[src/itoa_pkg.sv]
`timescale 1ns / 1ps
// Shared types and constants of the integer to ASCII formatter.
// No dependencies.
package itoa_pkg;

   localparam int unsigned VALUE_W = 32;
   localparam int unsigned CHAR_W = 7;
   localparam int unsigned DIGIT_W = 40;

   localparam logic [CHAR_W-1:0] CHAR_MINUS = 7'h2D;
   localparam logic [CHAR_W-1:0] CHAR_ZERO = 7'h30;
   localparam logic [CHAR_W-1:0] CHAR_X = 7'h78;
   localparam logic [CHAR_W-1:0] CHAR_UPPER_A = 7'h41;

   localparam logic [3:0] DEC_DIGITS = 4'd10;
   localparam logic [3:0] HEX_DIGITS = 4'd8;

   localparam logic CMD_DECIMAL = 1'b0;
   localparam logic CMD_HEX = 1'b1;

   // Converted digits handed from the converter to the emitter.
   typedef struct packed {
      logic valid;
      logic hex;
      logic neg;
      logic [DIGIT_W-1:0] digits;
   } itoa_load_type;

endpackage

[src/itoa_intf.sv]
`timescale 1ns / 1ps
// Valid/ready channels of the formatter: request word and response character.
// Depends on itoa_pkg.
interface itoa_req_if;
   logic valid;
   logic ready;
   logic [itoa_pkg::VALUE_W-1:0] value;
   logic command;

   modport source (output valid, output value, output command, input ready);
   modport sink (input valid, input value, input command, output ready);
endinterface

interface itoa_rsp_if;
   logic valid;
   logic ready;
   logic [itoa_pkg::CHAR_W-1:0] character;
   logic last;

   modport source (output valid, output character, output last, input ready);
   modport sink (input valid, input character, input last, output ready);
endinterface

[src/itoa_conv.sv]
`timescale 1ns / 1ps
// Request intake; bit-serial BCD conversion of decimal words (shift/add-3).
// Depends on itoa_pkg and itoa_req_if.
module itoa_conv (
   input  logic                    clock,
   input  logic                    reset,
   itoa_req_if.sink                req_chan,
   input  logic                    emit_idle,
   output itoa_pkg::itoa_load_type load_out
);
   import itoa_pkg::*;

   typedef enum logic [1:0] {S_IDLE, S_SHIFT, S_HOLD} state_type;

   state_type            state_ff, state_in;
   logic [4:0]           cnt_ff, cnt_in;
   logic [VALUE_W-1:0]   bin_ff, bin_in;
   logic [DIGIT_W-1:0]   bcd_ff, bcd_in;
   logic [DIGIT_W-1:0]   bcd_adj;
   logic                 neg_ff, neg_in;
   logic                 hex_ff, hex_in;
   logic [VALUE_W-1:0]   mag;
   logic                 accept;

   assign req_chan.ready = (state_ff == S_IDLE);
   assign accept = req_chan.valid && req_chan.ready;
   assign mag = req_chan.value[VALUE_W-1] ? (~req_chan.value + 32'd1) : req_chan.value;

   always_comb begin
      for (int i = 0; i < 10; i++) begin
         if (bcd_ff[4*i +: 4] >= 4'd5) begin
            bcd_adj[4*i +: 4] = bcd_ff[4*i +: 4] + 4'd3;
         end else begin
            bcd_adj[4*i +: 4] = bcd_ff[4*i +: 4];
         end
      end
   end

   always_comb begin
      state_in = state_ff;
      cnt_in = cnt_ff;
      bin_in = bin_ff;
      bcd_in = bcd_ff;
      neg_in = neg_ff;
      hex_in = hex_ff;
      case (state_ff)
         S_IDLE: begin
            if (accept) begin
               hex_in = req_chan.command;
               if (req_chan.command == CMD_HEX) begin
                  neg_in = 1'b0;
                  bcd_in = {req_chan.value, 8'h00};
                  state_in = S_HOLD;
               end else begin
                  neg_in = req_chan.value[VALUE_W-1];
                  bin_in = mag;
                  bcd_in = '0;
                  cnt_in = 5'd31;
                  state_in = S_SHIFT;
               end
            end
         end
         S_SHIFT: begin
            bcd_in = {bcd_adj[DIGIT_W-2:0], bin_ff[VALUE_W-1]};
            bin_in = {bin_ff[VALUE_W-2:0], 1'b0};
            cnt_in = cnt_ff - 5'd1;
            if (cnt_ff == 5'd0) begin
               state_in = S_HOLD;
            end
         end
         S_HOLD: begin
            if (emit_idle) begin
               state_in = S_IDLE;
            end
         end
         default: begin
            state_in = S_IDLE;
         end
      endcase
   end

   always_ff @(posedge clock) begin
      if (reset) begin
         state_ff <= S_IDLE;
      end else begin
         state_ff <= state_in;
      end
      cnt_ff <= cnt_in;
      bin_ff <= bin_in;
      bcd_ff <= bcd_in;
      neg_ff <= neg_in;
      hex_ff <= hex_in;
   end

   always_comb begin
      load_out.valid = (state_ff == S_HOLD);
      load_out.hex = hex_ff;
      load_out.neg = neg_ff;
      load_out.digits = bcd_ff;
   end

   a_dec_start: assert property (@(posedge clock) disable iff (reset)
      accept && (req_chan.command == CMD_DECIMAL) |=> state_ff == S_SHIFT && cnt_ff == 5'd31)
      else $error("decimal transfer did not start conversion");
   a_hex_start: assert property (@(posedge clock) disable iff (reset)
      accept && (req_chan.command == CMD_HEX) |=> state_ff == S_HOLD)
      else $error("hex transfer did not go straight to hold");
   a_shift_end: assert property (@(posedge clock) disable iff (reset)
      state_ff == S_SHIFT && cnt_ff == 5'd0 |=> state_ff == S_HOLD)
      else $error("conversion overran 32 shifts");

endmodule

[src/itoa_emit.sv]
`timescale 1ns / 1ps
// Character emitter: prefix, then one digit nibble per cycle while the output is not stalled, leading zeros skipped.
// Depends on itoa_pkg and itoa_rsp_if.
module itoa_emit (
   input  logic                    clock,
   input  logic                    reset,
   input  itoa_pkg::itoa_load_type load_in,
   output logic                    emit_idle,
   itoa_rsp_if.source              rsp_chan
);
   import itoa_pkg::*;

   typedef enum logic [2:0] {S_IDLE, S_MINUS, S_ZERO, S_X, S_DIGIT} state_type;

   state_type           state_ff, state_in;
   logic [DIGIT_W-1:0]  dig_ff, dig_in;
   logic [3:0]          left_ff, left_in;
   logic                started_ff, started_in;
   logic                out_valid_ff, out_valid_in;
   logic [CHAR_W-1:0]   char_ff, char_in;
   logic                last_ff, last_in;
   logic                can_put;
   logic                put_fire;
   logic [CHAR_W-1:0]   emit_char;
   logic                put_last;
   logic [3:0]          nib;
   logic                final_nib;
   logic                want;

   function automatic logic [CHAR_W-1:0] nib_char(input logic [3:0] n);
      if (n < 4'd10) begin
         return CHAR_ZERO + {3'd0, n};
      end
      return CHAR_UPPER_A + {3'd0, n} - 7'd10;
   endfunction

   assign can_put = !out_valid_ff || rsp_chan.ready;
   assign nib = dig_ff[DIGIT_W-1 -: 4];
   assign final_nib = (left_ff == 4'd1);
   assign want = (nib != 4'd0) || started_ff || final_nib;
   assign emit_idle = (state_ff == S_IDLE);

   always_comb begin
      state_in = state_ff;
      dig_in = dig_ff;
      left_in = left_ff;
      started_in = started_ff;
      put_fire = 1'b0;
      emit_char = CHAR_ZERO;
      put_last = 1'b0;
      case (state_ff)
         S_IDLE: begin
            if (load_in.valid) begin
               dig_in = load_in.digits;
               left_in = load_in.hex ? HEX_DIGITS : DEC_DIGITS;
               started_in = 1'b0;
               if (load_in.hex) begin
                  state_in = S_ZERO;
               end else if (load_in.neg) begin
                  state_in = S_MINUS;
               end else begin
                  state_in = S_DIGIT;
               end
            end
         end
         S_MINUS: begin
            if (can_put) begin
               put_fire = 1'b1;
               emit_char = CHAR_MINUS;
               state_in = S_DIGIT;
            end
         end
         S_ZERO: begin
            if (can_put) begin
               put_fire = 1'b1;
               emit_char = CHAR_ZERO;
               state_in = S_X;
            end
         end
         S_X: begin
            if (can_put) begin
               put_fire = 1'b1;
               emit_char = CHAR_X;
               state_in = S_DIGIT;
            end
         end
         S_DIGIT: begin
            if (!want || can_put) begin
               put_fire = want;
               emit_char = nib_char(nib);
               put_last = final_nib;
               started_in = started_ff || want;
               dig_in = {dig_ff[DIGIT_W-5:0], 4'h0};
               left_in = left_ff - 4'd1;
               if (final_nib) begin
                  state_in = S_IDLE;
               end
            end
         end
         default: begin
            state_in = S_IDLE;
         end
      endcase
   end

   always_comb begin
      out_valid_in = out_valid_ff;
      char_in = char_ff;
      last_in = last_ff;
      if (put_fire) begin
         out_valid_in = 1'b1;
         char_in = emit_char;
         last_in = put_last;
      end else if (rsp_chan.ready) begin
         out_valid_in = 1'b0;
      end
   end

   always_ff @(posedge clock) begin
      if (reset) begin
         state_ff <= S_IDLE;
         out_valid_ff <= 1'b0;
      end else begin
         state_ff <= state_in;
         out_valid_ff <= out_valid_in;
      end
      dig_ff <= dig_in;
      left_ff <= left_in;
      started_ff <= started_in;
      char_ff <= char_in;
      last_ff <= last_in;
   end

   assign rsp_chan.valid = out_valid_ff;
   assign rsp_chan.character = char_ff;
   assign rsp_chan.last = last_ff;

   a_load_taken: assert property (@(posedge clock) disable iff (reset)
      load_in.valid && state_ff == S_IDLE |=> state_ff != S_IDLE)
      else $error("pending digits not taken by idle emitter");
   a_prefix_not_last: assert property (@(posedge clock) disable iff (reset)
      put_fire && (state_ff == S_MINUS || state_ff == S_ZERO || state_ff == S_X)
      |-> !put_last)
      else $error("prefix character marked last");
   a_last_ends: assert property (@(posedge clock) disable iff (reset)
      put_fire && put_last |=> state_ff == S_IDLE)
      else $error("emitter busy after last character");

endmodule

[src/integer_to_ascii_formatter.sv]
`timescale 1ns / 1ps
// Top level of the integer to ASCII formatter: converter feeding the emitter.
// Depends on itoa_pkg, itoa_intf, itoa_conv and itoa_emit.
//
//   channel   dir  payload                        transfer
//   req_chan  in   value[31:0], command           valid && ready
//   rsp_chan  out  character[6:0], last           valid && ready
//
// Decimal: the BCD converter shifts through all 32 value bits, then hands the
// digits over; the emitter puts out '-' for a negative value and steps through
// the 10 digit nibbles into the output register, skipping leading zeros.
// Hex: the word goes straight to hold, then "0x" and 8 nibbles, again skipping
// leading zeros. A new word is taken once the previous digits move to the
// emitter, so conversion overlaps emission of the prior word.
// Synchronous active-high reset clears control state only.
// A stalled rsp_chan holds the output register and pauses the emitter before its next character.
module integer_to_ascii_formatter (
   input  logic       clock,
   input  logic       reset,
   itoa_req_if.sink   req_chan,
   itoa_rsp_if.source rsp_chan
);
   import itoa_pkg::*;

   itoa_load_type load;
   logic          emit_idle;

   itoa_conv u_conv (
      .clock     (clock),
      .reset     (reset),
      .req_chan  (req_chan),
      .emit_idle (emit_idle),
      .load_out  (load)
   );

   itoa_emit u_emit (
      .clock     (clock),
      .reset     (reset),
      .load_in   (load),
      .emit_idle (emit_idle),
      .rsp_chan  (rsp_chan)
   );

endmodule
[src/flat_wrapper.sv]
// flat-port wrapper written by rule: the top's interface ports become plain ports
module integer_to_ascii_formatter_flat import itoa_pkg::*;
  (clock, reset, req_chan_valid, req_chan_value, req_chan_command, req_chan_ready, rsp_chan_valid, rsp_chan_character, rsp_chan_last, rsp_chan_ready);
  itoa_req_if req_chan_i ();
  itoa_rsp_if rsp_chan_i ();
  input  logic clock;
  input  logic reset;
  input wire logic [$bits(req_chan_i.valid)-1:0] req_chan_valid;
  input wire logic [$bits(req_chan_i.value)-1:0] req_chan_value;
  input wire logic [$bits(req_chan_i.command)-1:0] req_chan_command;
  output wire logic [$bits(req_chan_i.ready)-1:0] req_chan_ready;
  output wire logic [$bits(rsp_chan_i.valid)-1:0] rsp_chan_valid;
  output wire logic [$bits(rsp_chan_i.character)-1:0] rsp_chan_character;
  output wire logic [$bits(rsp_chan_i.last)-1:0] rsp_chan_last;
  input wire logic [$bits(rsp_chan_i.ready)-1:0] rsp_chan_ready;
  assign req_chan_i.valid = req_chan_valid;
  assign req_chan_i.value = req_chan_value;
  assign req_chan_i.command = req_chan_command;
  assign req_chan_ready = req_chan_i.ready;
  assign rsp_chan_valid = rsp_chan_i.valid;
  assign rsp_chan_character = rsp_chan_i.character;
  assign rsp_chan_last = rsp_chan_i.last;
  assign rsp_chan_i.ready = rsp_chan_ready;
  integer_to_ascii_formatter u_core (.clock(clock), .reset(reset), .req_chan(req_chan_i), .rsp_chan(rsp_chan_i));
endmodule
[config.mk]
export PLATFORM = sky130hd
export DESIGN_NAME = integer_to_ascii_formatter_flat
export DESIGN_NICKNAME = d
export VERILOG_FILES = /design/src/itoa_pkg.sv /design/src/itoa_intf.sv /design/src/itoa_conv.sv /design/src/itoa_emit.sv /design/src/integer_to_ascii_formatter.sv /design/src/flat_wrapper.sv
export SDC_FILE = /design/constraint.sdc
export NUM_CORES = 1
export LEC_CHECK = 0
export BUFFER_PORTS_ARGS = -buffer_cell sky130_fd_sc_hd__buf_2
export CAP_MARGIN = 20
export CORE_UTILIZATION = 37
export CTS_CLUSTER_DIAMETER = 50
export CTS_CLUSTER_SIZE = 10
export DETAILED_ROUTE_END_ITERATION = 8
export PLACE_DENSITY = 0.53
export SLEW_MARGIN = 20
export SYNTH_ARGS = -nofsm -noshare
export SYNTH_HDL_FRONTEND = slang
export SYNTH_SLANG_ARGS = --single-unit
[constraint.sdc]
create_clock -name clock -period 6.06 [get_ports clock]
set_clock_uncertainty 0.1 [all_clocks]
set_input_delay 0 -clock clock [delete_from_list [all_inputs] [get_ports clock]]
set_output_delay 0 -clock clock [all_outputs]
set_load 0.01 [all_outputs]
Yosys cells after proc, flatten, opt, wreduce, memory -nomap -nowiden
Cells that the tools add are included.
{"block": "word_totals", "reg_bits": 138, "latch_bits": 0, "mem_bits_rw": 0, "rom_bits": 0, "in_bits": 37, "output_inout_bits": 10, "wordCells": 138, "n_memories": 0}
{"block": "classes", "add_sub_neg": 16, "n_mul": 0, "n_div": 0, "order_cmp": 11, "n_eq_ne": 16, "n_shift": 0, "mux": 57, "bitwise": 1, "reduce_logical": 24}
{"cell": "40-bit 2-to-1 mux", "count": 4}
{"cell": "40-bit case mux with 2 select lines", "count": 2}
{"cell": "32-bit 2-to-1 mux", "count": 3}
{"cell": "32-bit case mux with 2 select lines", "count": 1}
{"cell": "4-bit 2-to-1 mux", "count": 11}
{"cell": "4-bit by 3-bit greater-or-equal comparator with 1-bit output (second input constant)", "count": 10}
{"cell": "4-bit by 2-bit adder with 4-bit output (second input constant)", "count": 9}
{"cell": "32-bit by 1-bit adder with 32-bit output (second input constant)", "count": 1}
{"cell": "32-bit NOT", "count": 1}
{"cell": "7-bit 2-to-1 mux", "count": 4}
{"cell": "3-bit 2-to-1 mux", "count": 8}
{"cell": "7-bit case mux with 3 select lines", "count": 1}
{"cell": "5-bit 2-to-1 mux", "count": 3}
{"cell": "2-bit inequality test (second input constant)", "count": 6}
{"cell": "3-bit case mux with 4 select lines", "count": 1}
{"cell": "2-bit 2-to-1 mux", "count": 5}
{"cell": "5-bit case mux with 2 select lines", "count": 1}
{"cell": "1-bit 2-to-1 mux", "count": 9}
{"cell": "3-bit AND reduction", "count": 3}
{"cell": "4-bit case mux with 2 select lines", "count": 1}
{"cell": "6-bit by 4-bit adder with 7-bit output (first input constant)", "count": 1}
{"cell": "7-bit by 4-bit adder with 7-bit output (first input constant)", "count": 1}
{"cell": "7-bit by 4-bit subtractor with 7-bit output (second input constant)", "count": 1}
{"cell": "3-bit by 2-bit equality test with 1-bit output (second input constant)", "count": 2}
{"cell": "24 further kinds", "count": 36}

Longest topological paths before layout
Gate-level depths: netlist of run 1.
{"block": "depth", "depth_word": 10, "ltp_mapped": 7, "ltp_nobuf": 7}

By module
Synthesis of run 1 repeated with hierarchy kept, for this count alone.
{"block": "unflattened", "hier_cells": 668, "hier_area_um2": 7518.5}
{"module": "itoa_conv", "n_inst": 1, "cells_per_inst": 499, "area_each_um2": 4939.7, "seq_area_each_um2": 2412.3}
{"module": "itoa_emit", "n_inst": 1, "cells_per_inst": 169, "area_each_um2": 2578.7, "seq_area_each_um2": 1671.6}

Least setup slack after synthesis of run 1
No wires, ideal clock.
{"block": "synth_timing", "kind": "reg2reg", "start": "register u_core.u_emit.left_ff[0]", "end": "register u_core.u_emit.dig_ff[0], enable pin", "setup_ns": 0.462, "arrival_time_ns": 3.296, "t_required_ns": 5.498, "path_slack_ns": 2.202, "path_stages_with_launch": 6, "path_buffers": 0, "synth_period_minus_slack_ns": 3.858, "path_cell_list": "edfxtp_1 -> ha_1 -> or3b_2 -> and4b_1 -> nor2_1 -> a21oi_1"}
{"block": "synth_between", "elab_chain_cells": 6}
{"element": "start, declared", "line_no": "itoa_emit.sv:17", "source": "logic [3:0] left_ff, left_in;"}
{"element": "start signal, assigned", "line_no": "itoa_emit.sv:128", "source": "left_ff <= left_in;"}
{"element": "4-bit by 1-bit equality test with 1-bit output", "line_no": "itoa_emit.sv:39", "source": "assign final_nib = (left_ff == 4'd1);"}
{"element": "1-bit logical OR", "line_no": "itoa_emit.sv:40", "source": "assign want = (nib != 4'd0) || started_ff || final_nib;"}
{"element": "1-bit zero test", "line_no": "itoa_emit.sv:88", "source": "if (!want || can_put) begin"}
{"element": "1-bit logical OR", "line_no": "itoa_emit.sv:88"}
{"element": "2-bit inequality test (no source line)"}
{"element": "3-bit AND reduction (no source line)"}
{"element": "end signal, assigned", "line_no": "itoa_emit.sv:127", "source": "dig_ff <= dig_in;"}
{"element": "end, declared", "line_no": "itoa_emit.sv:16", "source": "logic [DIGIT_W-1:0] dig_ff, dig_in;"}
Every way passes these cells.
A chain may end at the register's enable or synchronous reset.

Worst setup path after layout of run 1
{"block": "layout_timing", "start": "register u_core.u_emit.state_ff[1]", "end": "register u_core.u_emit.char_ff[0], in the netlist u_core.u_emit.rsp_chan.character[0], enable pin"}
{"block": "layout_between", "elab_chain_cells": 3, "elab_cells_between_ends": 6, "classes_between": "eq/ne: 4; mux: 1; reduce/logical: 1"}
{"element": "start, declared", "line_no": "itoa_emit.sv:15", "source": "state_type state_ff, state_in;"}
{"element": "start signal, assigned", "line_no": "itoa_emit.sv:124", "source": "state_ff <= state_in;"}
{"element": "3-bit by 2-bit equality test with 1-bit output or 3-bit by 1-bit equality test with 1-bit output (tied branches)", "line_no": "itoa_emit.sv:51", "source": "case (state_ff)"}
{"element": "3-bit OR reduction (no source line)"}
{"element": "1-bit case mux with 2 select lines (*)", "line_no": "itoa_emit.sv:51"}
{"element": "end signal, assigned", "line_no": "itoa_emit.sv:130", "source": "char_ff <= char_in;"}
{"element": "end, declared", "line_no": "itoa_emit.sv:20", "source": "logic [CHAR_W-1:0] char_ff, char_in;"}
Every way passes the cells marked *; elsewhere a longest branch is shown, timed or not.

==> flow_summary.yaml, run 1 <==
status:
  outcome: "complete, no violations"
clock_network:
  cts_setup_buffers: 0
  clk_latency_ns: 0.43
  root_buffer: "clkbuf_16"
  cts_buffer_depth: 2
  clk_pin_slew_ns: 0.06
  htree_levels: 4
  cts_inserted_buffers: 17
  cts_resized: 0
  cts.sinks: 138
  cts_tree: "yes"
timing:
  tightest_slew_ns: 0.990
  max_freq_ghz: 0.357
  whs_ns: 0.0579
  period_minus_slack_ns: 2.80
  finalHoldViolations: 0
  setup_slack_ns: 3.26
  final_max_slew_viol_count: 0
  period_share_pct: 46.3
  setup_tns_ns: 0
  slew_headroom_pct: 34.0
  rsz0062_at_grt: "no"
  setup_viol: 0
logic_synthesis:
  synth_nets: 808
  synth-main-ff-cell: "edfxtp_1"
  ys_types: 44
  syn_inst: 744
  synth-warning-count: 0
  synthArstFlopShare_pct: 0
  syn_avg_cell_area_sq_um: 10.1
  synth_area_leaders: "edfxtp_1, o21ai_0, nand2_1"
  ys_ff_latch: 138
  seq_area_frac_synth_pct: 54.5
  yosysTopAreaCell: "edfxtp_1"
  syn_area_sq_mm: 0.00749
  synth_edf_count: 132
  synth_top_area_share_pct: 52.9
grt:
  antenna_found_initial: 0
  grt_pass1_vias: 5261
  grt.overflow.total: 0
  grt_max_degree: 90
  grt_usage_pct: 16.6
  grt_pass1_wl_um: 26400
placed_design:
  gp_congestion: 0.804
  io_buffers: 46
  pre_cts_slack_ns: 3.19
  placed_cells: 1017
  hpwl_um: 10900
  placed_area_sq_mm: 0.00797
worst_setup_path:
  cp_top_family: "simple AND/OR/NAND/NOR gates"
  r2r_cells: 5
  crit_buf_inv: 0
  cpPeakStageDelay_ns: 0.56
  path_class: "reg2reg"
  cpMostUsedCell: "nor2_1"
  r2r_end: "u_core.u_emit.rsp_chan.character[0]$_DFFE_PP_"
  start_kind: "flop"
  rr_startpoint: "u_core.u_emit.state_ff[1]$_SDFFE_PP0P_"
  reg2reg_slack_ns: 3.26
  critPathCaptureType: "flop"
  crit_slowest_cell: "nand2_1"
  crit_required_ns: 6.02
  crit_arrival_ns: 2.77
  crit_fanout: 24
  path_cells: "nor2_1 -> nand2_1 -> nor2_1 -> nor2_1 -> nor2_1"
pwr:
  p_leak_nw: 3.28
  power.density_mw_per_mm2: 375
  p_comb_share_pct: 22.0
  power.switching_mw: 0.992
  internal_power_mw: 2.37
  vdd_drop_max_mv: 0.210
  swShare_pct: 29.5
  p_seq_share_pct: 44.5
  clock_power_share_pct: 33.5
worst_hold_path:
  min_path_type: "in2reg"
  min-delay-start: "req_chan_command"
  whs_endpoint: "u_core.u_conv.hex_ff$_DFFE_PP_"
  min_path_cells: 1
routing:
  routedWlPerCell_um: 15.1
  detail-route-antenna-nets: 0
  vias_per_cell: 5.13
  vias: 5561
  drcViolationCount: 0
  routed_wl_um: 16400
  firstDrtPassIters: 5
  drtIter0Drc: 390
floorplan:
  start_util_pct: 38.1
  rows: 51
  io-pin-count: 47
  fp.coreArea_sq_mm: 0.0197
  die_h_um: 144
  dieArea_sq_mm: 0.0208
  die_x_um: 144
layout:
  area_growth_pct: 19.9
  finalNonFillerCells: 1085
  fin_nets: 871
  final_area_sq_mm: 0.00898
  final_layout_size_suffix_gt1_share_pct: 11.6
  diodes: 0
run:
  maxCapViolCount: 0
power groups by stage:
stage / combinational (mW) / sequential (mW) / clock (mW)
6_report: 0.740 / 1.50 / 1.13
5_1_grt: 0.838 / 1.53 / 1.18
4_1_cts: 0.742 / 1.50 / 1.15
3_5_place_dp: 0.716 / 1.52 / 0
3_3_place_gp: 0.689 / 1.51 / 0
2_1_floorplan: 0.527 / 1.48 / 0
through the flow:
step	total power [mW]	utilization, %
4_1_cts	3.39	45.6
3_5_place_dp	2.23	40.6
5_1_grt	3.55	45.7
6_report	3.36	45.7
3_3_place_gp	2.20	40.4
2_1_floorplan	2.01	-
cells in the final DEF (no fill, tap or decap), drive strengths merged, types with 3 or more instances in the layout:
cell type | synthesis | layout
edfxtp | 132 | 132
nand2 | 116 | 116
o21ai | 90 | 90
nor2 | 51 | 51
buf | 6 | 51
a21oi | 49 | 49
xor2 | 37 | 37
dlygate4sd3 | 0 | 35
nand3 | 34 | 34
inv | 30 | 30
ha | 27 | 27
clkbuf | 36 | 19
o31ai | 18 | 18
xnor2 | 16 | 16
nand2b | 13 | 13
nor3 | 11 | 11
nor3b | 9 | 9
nor4 | 9 | 9
dfxtp | 6 | 6
nor2b | 6 | 6
and2 | 6 | 6
o41ai | 6 | 6
nand4 | 5 | 5
bufinv | 0 | 5
or4 | 5 | 5
clkinv | 0 | 5
mux2i | 4 | 4
a211oi | 3 | 3
nand4b | 3 | 3
clkinvlp | 0 | 3
or3 | 3 | 3
logic make-up (layout without fill, tap and decap cells):
| logic type | count (synthesis) | count (layout) | share of synthesized area, % |
|---|---|---|---|
| compound gates | 172 | 172 | 12.9 |
| buf+inv | 72 | 148 | 3.64 |
| xor+xnor | 53 | 53 | 6.20 |
| mux | 4 | 4 | 0.535 |
| simple gates | 278 | 278 | 17.7 |
| fa+ha+maj | 27 | 27 | 4.51 |
| flops | 138 | 138 | 54.5 |
worst reg2reg max path: stages (launching register included):
cell     delay (ns)
dfxtp_1        0.38
nor2_1         0.34
nand2_1        0.56
nor2_1         0.46
nor2_1         0.11
nor2_1         0.49
registers in the layout, indices dropped and copies added, names as in the netlist:
name / flops
u_core.u_emit.dig_ff: 40
u_core.u_conv.neg_ff: 1
u_core.u_conv.hex_ff: 1
u_core.u_conv.bcd_ff: 40
u_core.u_emit.state_ff: 3
u_core.u_conv.cnt_ff: 5
u_core.u_emit.rsp_chan.valid: 1
u_core.u_emit.rsp_chan.last: 1
u_core.u_emit.left_ff: 4
u_core.u_conv.bin_ff: 32
u_core.u_emit.rsp_chan.character: 7
u_core.u_conv.state_ff: 2
u_core.u_emit.started_ff: 1
repair_timing:
action                                  in CTS  in global routing
endpoints found under the setup margin       0                  0
hold buffers                                35                  0
hold endpoints to repair                    70                  0
layer usage:
layer  global-route usage (%)  vias up  share of wire [%]
li1                         -     2793                  -
met1                     22.3     2665                 48
met2                     26.3       85                 48
met3                     3.31       18                2.8
met4                     6.04        0                1.3
met5                        0        -                  0
area by class of cell:
cell class	instances	area, sq um
Multi-Input combinational cell	534	3170
Clock inverter	13	200
Fill cell	1893	10700
Timing Repair Buffer	86	651
Inverter	30	113
Sequential cell	138	4080
Clock buffer	19	433
Tap cell	265	332
worst max-delay path by stage:
stage                                            from                                             to  slack [ns]  cells past startpoint
2_1_floorplan  u_core.u_emit.left_ff[0]$_SDFFCE_PN0P_          u_core.u_emit.dig_ff[0]$_SDFFCE_PP0P_        2.20                      5
3_3_place_gp   u_core.u_emit.state_ff[1]$_SDFFE_PP0P_  u_core.u_emit.rsp_chan.character[1]$_DFFE_PP_        3.33                      5
3_5_place_dp   u_core.u_emit.state_ff[1]$_SDFFE_PP0P_      u_core.u_emit.rsp_chan.last$_SDFFCE_PN0P_        3.19                      5
4_1_cts        u_core.u_emit.state_ff[1]$_SDFFE_PP0P_      u_core.u_emit.rsp_chan.last$_SDFFCE_PN0P_        3.18                      5
5_1_grt        u_core.u_emit.state_ff[1]$_SDFFE_PP0P_      u_core.u_emit.rsp_chan.last$_SDFFCE_PN0P_        2.96                      5
6_report       u_core.u_emit.state_ff[1]$_SDFFE_PP0P_  u_core.u_emit.rsp_chan.character[0]$_DFFE_PP_        3.26                      5
cells in the mapped netlist, types with 5 or more instances:
| cell type | count |
|---|---|
| edfxtp_1 | 132 |
| nand2_1 | 116 |
| o21ai_0 | 88 |
| nor2_1 | 51 |
| a21oi_1 | 49 |
| xor2_1 | 37 |
| clkbuf_1 | 36 |
| nand3_1 | 34 |
| inv_1 | 30 |
| ha_1 | 27 |
| o31ai_1 | 18 |
| xnor2_1 | 16 |
| nand2b_1 | 13 |
| nor3_1 | 11 |
| nor3b_1 | 9 |
| nor4_1 | 7 |
| and2_1 | 6 |
| dfxtp_1 | 6 |
| nor2b_1 | 6 |
| nand4_1 | 5 |
| o41ai_1 | 5 |
Power figures use the tool's default switching activity.
==> run 2: changes to the inputs <==
- PLACE_DENSITY: 0.53 -> 0.55
- clock period: 6.06 -> 2.3 ns (I/O delays scaled with it)
==> run 2 against run 1 <==
Compared with the run above:
- sequential share of layout area shrank 0.99 points
- worst setup slack worse by 3.1 ns
- via count up 1.3%
- first-iteration DRC count increased by 4.4%
- wire length is 2.6% higher
- sequential power rose to 2.6 times the previous value
- critical path type is now in2reg
- core utilization grew 1.0 points
- global-route usage up 0.79 points
- die area unchanged
- design area grew 2.2%
==> flow_summary.yaml, run 2 (synthesized netlist as in run 1, its figures left out) <==
clock_network:
  cts_buffer_depth: 2
  cts.sinks: 138
  cts_setup_buffers: 0
  clk_latency_ns: 0.42
  cts_inserted_buffers: 17
  root_buffer: "clkbuf_16"
  cts_tree: "yes"
  clk_pin_slew_ns: 0.06
  htree_levels: 4
placed_design:
  placed_area_sq_mm: 0.00819
  placed_cells: 1038
  gp_congestion: 0.781
  io_buffers: 46
  hpwl_um: 11400
layout:
  finalNonFillerCells: 1103
  diodes: 0
  fin_nets: 890
  top_regs: "u_core.u_conv.bcd_ff (40), u_core.u_emit.dig_ff (40), u_core.u_conv.bin_ff (32)"
  area_growth_pct: 22.5
  most-common-layout-cells: "edfxtp_1, nand2_1, o21ai_0"
  final_area_sq_mm: 0.00918
  layout_commonest_cell: "edfxtp_1"
  final_layout_size_suffix_gt1_share_pct: 14.3
timing:
  rsz0062_at_grt: "no"
  final_max_slew_viol_count: 0
  slew_headroom_pct: 57.5
  period_minus_slack_ns: 2.17
  max_freq_ghz: 0.461
  tightest_slew_ns: 0.637
  finalHoldViolations: 0
  setup_viol: 0
  period_share_pct: 94.2
worst_setup_path:
  crit_required_ns: 2.37
  crit_buf_inv: 2
  path_class: "in2reg"
  crit_fanout: 5
  path_cells: "dlygate4sd3_1 -> buf_2 -> or4_4 -> or3_4 -> o31ai_1 -> xor2_1 -> a21oi_1"
  crit_arrival_ns: 2.24
  cp_top_family: "simple AND/OR/NAND/NOR gates"
  start_kind: "input pin"
  critPathCaptureType: "flop"
  cpPeakStageDelay_ns: 0.55
  crit_slowest_cell: "dlygate4sd3_1"
floorplan:
  die_h_um: 144
  rows: 51
  start_util_pct: 38.1
  fp.coreArea_sq_mm: 0.0197
  io-pin-count: 47
  die_x_um: 144
  dieArea_sq_mm: 0.0208
pwr:
  swShare_pct: 29.7
  internal_power_mw: 6.33
  vdd_drop_max_mv: 0.501
  p_seq_share_pct: 43.6
  clock_power_share_pct: 33.1
  p_leak_nw: 3.37
  p_comb_share_pct: 23.3
  power.switching_mw: 2.67
  power.density_mw_per_mm2: 980
grt:
  grt_usage_pct: 17.3
  grt_pass1_vias: 5494
  antenna_found_initial: 0
  grt.overflow.total: 0
  grt_pass1_wl_um: 27800
  grt_max_degree: 57
status:
  outcome: "complete, no violations"
routing:
  drtIter0Drc: 407
  routedWlPerCell_um: 15.2
  routed_wl_um: 16800
  detail-route-antenna-nets: 0
  vias: 5632
  drcViolationCount: 0
  vias_per_cell: 5.11
  firstDrtPassIters: 5
worst_hold_path:
  min_path_type: "in2reg"
run:
  maxCapViolCount: 0
-- run 2: layout make-up --
| type | count | area (sq um) |
|---|---|---|
| clock buffer | 18 | 429 |
| clock inverter | 13 | 201 |
| fill | 1873 | 10500 |
| inverter | 30 | 113 |
| multi-input combinational | 534 | 3180 |
| sequential | 138 | 4080 |
| tap | 265 | 332 |
| timing repair buffer | 105 | 833 |
-- run 2: metal layers --
| layer | track usage, % | up-vias | wire, um |
|---|---|---|---|
| met3 | 2.81 | 25 | 439 |
| met4 | 6.65 | 0 | 248 |
| met2 | 27.0 | 91 | 7860 |
| met5 | 0 | - | 0 |
| met1 | 24.2 | 2695 | 8250 |
| li1 | - | 2821 | - |
-- run 2: worst paths after layout --
| path | from | endpoint | cells past startpoint | slack (ns) |
|---|---|---|---|---|
| worst min-delay path | req_chan_command | u_core.u_conv.hex_ff$_DFFE_PP_ | 2 | 0.03 |
| worst min register to register | u_core.u_emit.dig_ff[35]$_DFFE_PP_ | u_core.u_emit.dig_ff[39]$_DFFE_PP_ | 2 | 0.41 |
| worst max-delay path | req_chan_value[6] | u_core.u_conv.bin_ff[21]$_DFFE_PP_ | 7 | 0.13 |
| worst max register to register | u_core.u_emit.left_ff[1]$_DFFE_PP_ | u_core.u_emit.rsp_chan.character[2]$_DFFE_PP_ | 8 | 0.14 |
-- run 2: repair_timing --
action / 4_1_cts / 5_1_grt
endpoints found under the hold margin: 67 / 0
endpoints found under the setup margin: 0 / 10
resized for setup: 0 / 5
hold buffers: 34 / 0
-- run 2: metrics by stage --
stage | util (%) | setup TNS, ns | power (mW) | hold slack, ns | setup WS (ns)
global route | 46.7 | 0 | 9.50 | 0.0425 | 0.0262
CTS | 46.6 | 0 | 9.07 | 0.0243 | 0.0219
global placement | 41.7 | 0 | 5.94 | 0.168 | 0.116
finish | 46.7 | 0 | 8.99 | 0.0323 | 0.133
detailed placement | 41.7 | 0 | 6.03 | 0.169 | 0.0458
floorplan | - | -2.63 | 5.30 | -0.0309 | -0.0535
-- run 2: power by group through the flow --
stage | sequential (mW) | combinational (mW) | clock (mW)
5_1_grt | 4.00 | 2.38 | 3.12
3_5_place_dp | 3.98 | 2.06 | 0
4_1_cts | 3.93 | 2.11 | 3.02
3_3_place_gp | 3.96 | 1.98 | 0
6_report | 3.92 | 2.10 | 2.97
2_1_floorplan | 3.89 | 1.41 | 0
==> run 3: changes to the inputs <==
- HOLD_SLACK_MARGIN: default -> 0.05
==> run 3 against run 2 <==
Compared with the run above:
- core utilization is 0.051 points higher
- critical endpoint is now u_core.u_conv.bin_ff[29]$_DFFE_PP_
- non-clock buffer count is 1 higher
- critical path depth stayed put
- via count is 0.14% higher
- power hardly changed
- sequential power hardly changed
- worst setup slack worse by 0.011 ns
- register-to-register slack hardly changed
- wire length hardly changed
- sequential share of layout area hardly changed
- combinational power hardly changed
- flip-flop and latch count stayed put
==> flow_summary.yaml, run 3 (synthesized netlist as in run 1, its figures left out) <==
clock_network:
  cts_buffer_depth: 2
  root_buffer: "clkbuf_16"
  cts_tree: "yes"
  htree_levels: 4
  clk_pin_slew_ns: 0.06
  cts_inserted_buffers: 17
  cts_setup_buffers: 0
  clk_latency_ns: 0.42
  cts.sinks: 138
timing:
  period_minus_slack_ns: 2.18
  whs_ns: 0.203
  final_max_slew_viol_count: 0
  period_share_pct: 94.7
  tightest_slew_ns: 0.625
  rsz0062_at_grt: "no"
  setup_slack_ns: 0.122
  slew_headroom_pct: 58.3
  max_freq_ghz: 0.459
  setup_viol: 0
  finalHoldViolations: 0
status:
  outcome: "complete, no violations"
routing:
  firstDrtPassIters: 4
  vias_per_cell: 5.11
  drcViolationCount: 0
  drtIter0Drc: 416
  detail-route-antenna-nets: 0
  vias: 5640
  routed_wl_um: 16800
  routedWlPerCell_um: 15.2
grt:
  antenna_found_initial: 0
  grt_pass1_wl_um: 27800
  grt.overflow.total: 0
  grt_max_degree: 57
  grt_usage_pct: 17.3
  grt_pass1_vias: 5500
layout:
  diodes: 0
  top_regs: "u_core.u_conv.bcd_ff (40), u_core.u_emit.dig_ff (40), u_core.u_conv.bin_ff (32)"
  most-common-layout-cells: "edfxtp_1, nand2_1, o21ai_0"
  final_layout_size_suffix_gt1_share_pct: 14.3
  finalNonFillerCells: 1104
  layout_commonest_cell: "edfxtp_1"
  n_fill_cell: 1874
  fin_nets: 891
  area_growth_pct: 22.7
placed_design:
  placed_cells: 1038
  pre_cts_slack_ns: 0.0458
  gp_congestion: 0.781
  io_buffers: 46
  hpwl_um: 11400
floorplan:
  fp.coreArea_sq_mm: 0.0197
  dieArea_sq_mm: 0.0208
  start_util_pct: 38.1
  io-pin-count: 47
  rows: 51
  die_h_um: 144
  die_x_um: 144
run:
  maxCapViolCount: 0
pwr:
  power.density_mw_per_mm2: 979
  p_leak_nw: 3.38
  vdd_drop_max_mv: 0.501
  finalPower_mw: 8.99
worst_setup_path:
  r2r_end: "u_core.u_emit.rsp_chan.character[2]$_DFFE_PP_"
  crit_arrival_ns: 2.23
  r2r_cells: 8
  rr_startpoint: "u_core.u_emit.left_ff[1]$_DFFE_PP_"
  path_class: "in2reg"
  crit_required_ns: 2.35
  critPathCaptureType: "flop"
  reg2reg_slack_ns: 0.14
  start_kind: "input pin"
  crit_fanout: 5
worst_hold_path:
  min_path_type: "in2reg"
  whs_endpoint: "u_core.u_conv.neg_ff$_SDFFCE_PP0P_"
  min_path_cells: 2
  min-delay-start: "req_chan_value[31]"
run 3: worst max-delay path, cell delays in order:
cell           delay (ns)
dlygate4sd3_1        0.53
buf_2                0.15
nor4_1               0.49
nand2_1              0.28
o41ai_1              0.50
xor2_1               0.17
o21ai_0              0.10
run 3: stage by stage:
| step | area, sq um | setup TNS, ns | utilization, % |
|---|---|---|---|
| 4_1_cts | 9170 | 0 | 46.7 |
| 3_5_place_dp | 8190 | 0 | 41.7 |
| 2_1_floorplan | 7510 | -2.63 | - |
| 3_3_place_gp | 8190 | 0 | 41.7 |
| 5_1_grt | 9190 | 0 | 46.7 |
| 6_report | 9190 | 0 | 46.7 |
run 3: per-layer routing:
layer / track usage (%) / vias up / part of all wire [%]
met1: 24.2 / 2699 / 49
met2: 27.0 / 96 / 47
li1: - / 2820 / -
met5: 0 / - / 0
met4: 6.65 / 0 / 1.5
met3: 2.81 / 25 / 2.9
run 3: where the power goes:
part	switching [mW]	total, mW	internal [mW]	leakage [nW]
sequential	0.312	3.92	3.61	1.31
combinational	1.29	2.10	0.808	1.78
clock	1.07	2.97	1.91	0.291
run 3: repair_timing:
item	CTS	global route
gates resized for setup	0	5
hold buffers	35	0
endpoints found under the setup margin	0	10
endpoints found under the hold margin	74	0
run 3: how the worst max path moves through the flow:
stage / startpoint / to / slack (ns) / depth (start not counted)
global route: req_chan_value[22] / u_core.u_conv.bin_ff[29]$_DFFE_PP_ / 0.03 / 7
global placement: u_core.u_emit.left_ff[1]$_DFFE_PP_ / u_core.u_emit.rsp_chan.character[1]$_DFFE_PP_ / 0.12 / 8
CTS: u_core.u_emit.left_ff[1]$_DFFE_PP_ / u_core.u_emit.rsp_chan.character[0]$_DFFE_PP_ / 0.02 / 8
finish: req_chan_value[22] / u_core.u_conv.bin_ff[29]$_DFFE_PP_ / 0.12 / 7
detailed placement: u_core.u_emit.left_ff[1]$_DFFE_PP_ / u_core.u_emit.rsp_chan.character[0]$_DFFE_PP_ / 0.05 / 8
floorplan: u_core.u_emit.left_ff[0]$_SDFFCE_PN0P_ / u_core.u_emit.dig_ff[0]$_SDFFCE_PP0P_ / -0.05 / 5
run 3: final cells by class:
type                       instances  area, sq um  share of cell area, %
clock inverter                    13          201                   2.19
sequential                       138         4080                   44.5
clock buffer                      18          429                   4.67
multi-input combinational        534         3180                   34.7
tap                              265          332                   3.61
timing repair buffer             106          843                   9.18
inverter                          30          113                   1.23
